`config.mk`:
```
export PLATFORM = sky130hd
export DESIGN_NAME = gtss_ram
export DESIGN_NICKNAME = d
export VERILOG_FILES = /design/src/rtl/core/gtss_ram.sv
export SDC_FILE = /design/constraint.sdc
export NUM_CORES = 1
export LEC_CHECK = 0
export ABC_CLOCK_PERIOD_IN_PS = 1900
export BUFFER_PORTS_ARGS = -buffer_cell sky130_fd_sc_hd__buf_4
export CAP_MARGIN = 20
export CORE_MARGIN = 2
export CORE_UTILIZATION = 45
export CTS_CLUSTER_SIZE = 14
export DETAILED_ROUTE_END_ITERATION = 8
export GPL_ROUTABILITY_DRIVEN = 0
export SKIP_LAST_GASP = 1
export SLEW_MARGIN = 20
export SYNTH_ARGS = -nofsm -noshare
export SYNTH_HDL_FRONTEND = slang
export SYNTH_SLANG_ARGS = --single-unit
```
`constraint.sdc`:
```
create_clock -name clock -period 1.9 [get_ports clock]
set_input_delay 0.38 -clock clock [delete_from_list [all_inputs] [get_ports clock]]
set_output_delay 0.38 -clock clock [all_outputs]
set_load 0.02 [all_outputs]
```
`src/rtl/core/gtss_ram.sv`:
```
module gtss_ram #(
   parameter int WIDTH = 8,
   parameter int DEPTH = 16
) (
   input  logic                     clock,
   input  logic                     wr_en,
   input  logic [$clog2(DEPTH)-1:0] wr_addr,
   input  logic [WIDTH-1:0]         wr_data,
   input  logic [$clog2(DEPTH)-1:0] rd_addr,
   output logic [WIDTH-1:0]         rd_data
);

   logic [WIDTH-1:0] mem_ff [DEPTH];
   logic [WIDTH-1:0] rd_data_ff;

   // One write port, one registered read port
   always_ff @(posedge clock) begin
      if (wr_en) begin
         mem_ff[wr_addr] <= wr_data;
      end
      rd_data_ff <= mem_ff[rd_addr];
   end

   assign rd_data = rd_data_ff;

endmodule

```
Yosys cells after proc, flatten, opt, wreduce, memory -nomap -nowiden. Memories as Yosys holds them, arrays and structs flattened. A register that Yosys moved wholly into a read port is not among the register bits. Cells that the tools add are included.

Bits in registers: 0. Memory bits (writable): 128. Memories kept: 1.

Multiplexer cells: 2.

Memory list: mem_ff (words 16, width 8, read ports 1, clocked after Yosys merged registers in 1, wr ports 1, RTL line 13) `logic [WIDTH-1:0] mem_ff [DEPTH];`.

Operators by type and width (count): $mux 1 (2).

Depth between registers and ports, before layout.
Word-level depth: 2. Depth in mapped cells: 5. Gate-level depth less buffers: 3.

Worst setup path after synthesis. OpenSTA, ideal clock, no wires.

Path kind: input to register. Start point: in wr_addr[2]. End point: mem mem_ff[0][0], enable pin. Setup slack: 27 ps. Path buffers: 0. Arrival: 1490 ps. Cell stages on the path: 2. Cell sequence: or3b_2 > nor3_1.

RTL lines: start: declaration (RTL line 7) `input logic [$clog2(DEPTH)-1:0] wr_addr,`; end: declaration (RTL line 13).

No word-level cell before the write port.

==> run_results.csv <==
group,metric,value,unit
outcome,outcome,"finished clean",
yosys,yosysMostFrequentCell,"edfxtp_1",
floorplan,core_area,11300,sq um
yosys,synth_top_area_share,74.7,%
drt,postRouteAntennaNets,0,
grt,globalRouteOverflowTotal,0,
final_layout,fin_util,55.4,%
final_layout,synthToLayoutAreaGrowth,21.3,%
pwr,power_frac_clock,46.1,%
setup_path,startpoint_type,"primary input",
min_path,hold_class,"in2reg",
final_layout,nNetsFinal,306,
timing,final.setup_skew,5.72,ps
final_layout,drive_above_1_share,33.6,%
pwr,switching_power,0.00144,W
drt,drt_first_pass_iters,5,
cts,cts-root-buf,"clkbuf_16",
timing,hold_slack,272,ps
cts,cts_buffers,17,
pwr,powerDensity,1110,nW/um^2
floorplan,pin_count,26,
yosys,synthArstFlopShare,0,%
yosys,synthFlopType,"edfxtp_1",
grt,grt_max_degree,17,
yosys,syn-num-nets,247,
drt,drtIter0Drc,223,
timing,period_minus_slack,1370,ps
cts,clk_latency,420,ps
timing,setup_tns,0,ps
yosys,ys_top_cells_by_count,"edfxtp_1 (128), mux4_2 (18), a22oi_1 (16)",
cts,clk_pin_slew_worst_paths,60,ps
cts,post_cts_resized,0,
setup_path,cp-end-kind,"flip-flop",
pwr,combinationalPowerShare,5.2,%
pwr,p_sw_share,20.8,%
floorplan,die_area,12300,sq um
cts,postCtsSetupBuffers,0,
floorplan,die_width,111,microns
setup_path,cp.arrival,1670,ps
place,post-place-ws,80.6,ps
cts,cts.sinks,136,
setup_path,cp.required,2200,ps
floorplan,die_h,111,microns
yosys,yosysSeqAreaShare,77.8,%
setup_path,critPathKind,"in2reg",
drt,post_drt_wl_per_cell,21.6,microns
timing,tightest_slew,754,ps
timing,finalSetupViolCount,0,
timing,fin_crit_sh,72.0,%
place,port_buffers,25,
grt,grt_use_total,17.3,%
flow_run,max-cap-violations,0,
pwr,internal-power,0.00549,W
grt,grt_first_pass_wirelength,15.0,mm
yosys,netlist_area,5150,sq um
final_layout,n_antenna_cell,0,
yosys,synth-edff-count,128,
timing,drv_slew,0,
pwr,peakVddDrop,0.468,mV
floorplan,rows,39,
place,dp_hpwl,6.36,mm
pwr,leakagePower,2.13,nW
pwr,seqPwrFrac,48.7,%
cts,tritoncts,"yes",
yosys,synth_area_leaders,"edfxtp_1 (75%), mux4_2 (7.9%), mux4_1 (7.1%)",
setup_path,path_max_fanout,8,
final_layout,multiInputGateArea,1060,sq um
timing,fin_ws,532,ps
timing,hold_viol,0,
yosys,ys_warn_count,0,
floorplan,initial_core_util,45.7,%
cts,cts-htree-levels,4,
timing,slew_headroom,49.5,%
final_layout,final-seq-area,4000,sq um
yosys,syn_avg_cell_area,22.5,sq um
cts,clk_path_buf_depth,2,
timing,rsz0062_at_grt,"false",
final_layout,fillers,842,
cts,hold_buffers,0,
yosys,synth_top_area_cell,"edfxtp_1",
timing,fmax,0.731,GHz
grt,grt_pass1_vias,2507,
drt,drc,0,
yosys,ys_ff_latch,136,
drt,vias,2429,
yosys,syn_inst,229,
pwr,power,0.00693,W
yosys,ys_types,19,
drt,vias_per_cell,5.47,
drt,wirelength,9.57,mm
grt,antenna_found_initial,0,
==> critical path: stages <==
cell and delay (ps):
buf_4 130, buf_4 210, mux4_1 570, a22oi_1 290
nand2_1 80
==> logic make-up after synthesis <==
kind of cell           after synthesis  synth area share, %
AO/OA/AOI/OAI                       16                 2.33
buffers and inverters               10                 1.68
flip-flops                         136                 77.8
AND/OR/NAND/NOR                     35                 3.18
multiplexers                        32                 15.0
==> power by group through the flow <==
stage / registers [W] / logic (W) / clock network [W]
2_1_floorplan: 0.00346 / 0.000170 / 0
3_3_place_gp: 0.00344 / 0.000360 / 0
3_5_place_dp: 0.00344 / 0.000366 / 0
4_1_cts: 0.00338 / 0.000367 / 0.00323
5_1_grt: 0.00338 / 0.000391 / 0.00338
6_report: 0.00337 / 0.000361 / 0.00319
==> metrics by stage <==
step / std cells / cell area, sq um
2_1_floorplan: 229 / 5150
3_3_place_gp: 412 / 5650
3_5_place_dp: 412 / 5650
4_1_cts: 444 / 6240
5_1_grt: 444 / 6240
6_report: 444 / 6240
==> worst paths after layout <==
path / from / to / slack (ps) / cells after the start
max: rd_addr[0] / rd_data[3]$_DFF_P_ / 530 / 5
min reg2reg: mem_ff[4][3]$_DFFE_PP_ / rd_data[3]$_DFF_P_ / 670 / 3
max reg2reg: mem_ff[9][3]$_DFFE_PP_ / rd_data[3]$_DFF_P_ / 560 / 3
min: wr_data[7] / mem_ff[2][7]$_DFFE_PP_ / 270 / 1
==> final cells by class <==
type,count,share of cell area [%]
Timing Repair Buffer,50,6.61
Sequential cell,136,64.1
Multi-Input combinational cell,83,16.9
Tap cell,143,2.87
Clock inverter,14,2.41
Clock buffer,18,7.04
==> registers in the layout (all words and copies together) (netlist names) <==
signal	flops
mem_ff	128
rd_data	8
==> cells in the final DEF, fill, tap and decap left out, drive strengths merged <==
| cell | n |
|---|---|
| a22oi | 16 |
| and2 | 1 |
| and2b | 1 |
| buf | 50 |
| bufinv | 2 |
| clkbuf | 18 |
| clkinv | 5 |
| clkinvlp | 6 |
| dfxtp | 8 |
| edfxtp | 128 |
| inv | 1 |
| mux4 | 32 |
| nand2 | 9 |
| nand2b | 2 |
| nand3 | 1 |
| nand3b | 2 |
| nor2 | 13 |
| nor2b | 1 |
| nor3 | 4 |
| or3b | 1 |
==> routing by layer <==
| layer | part of all wire, % | up-vias | wire length, microns | global-route usage [%] |
|---|---|---|---|---|
| li1 | - | 1091 | - | - |
| met1 | 45 | 1257 | 4310 | 23.3 |
| met2 | 49 | 67 | 4740 | 26.4 |
| met3 | 3.7 | 14 | 358 | 5.41 |
| met4 | 1.8 | 0 | 168 | 7.00 |
| met5 | 0 | - | 0 | 0 |
Note: power is estimated with default switching activity, not from simulation.
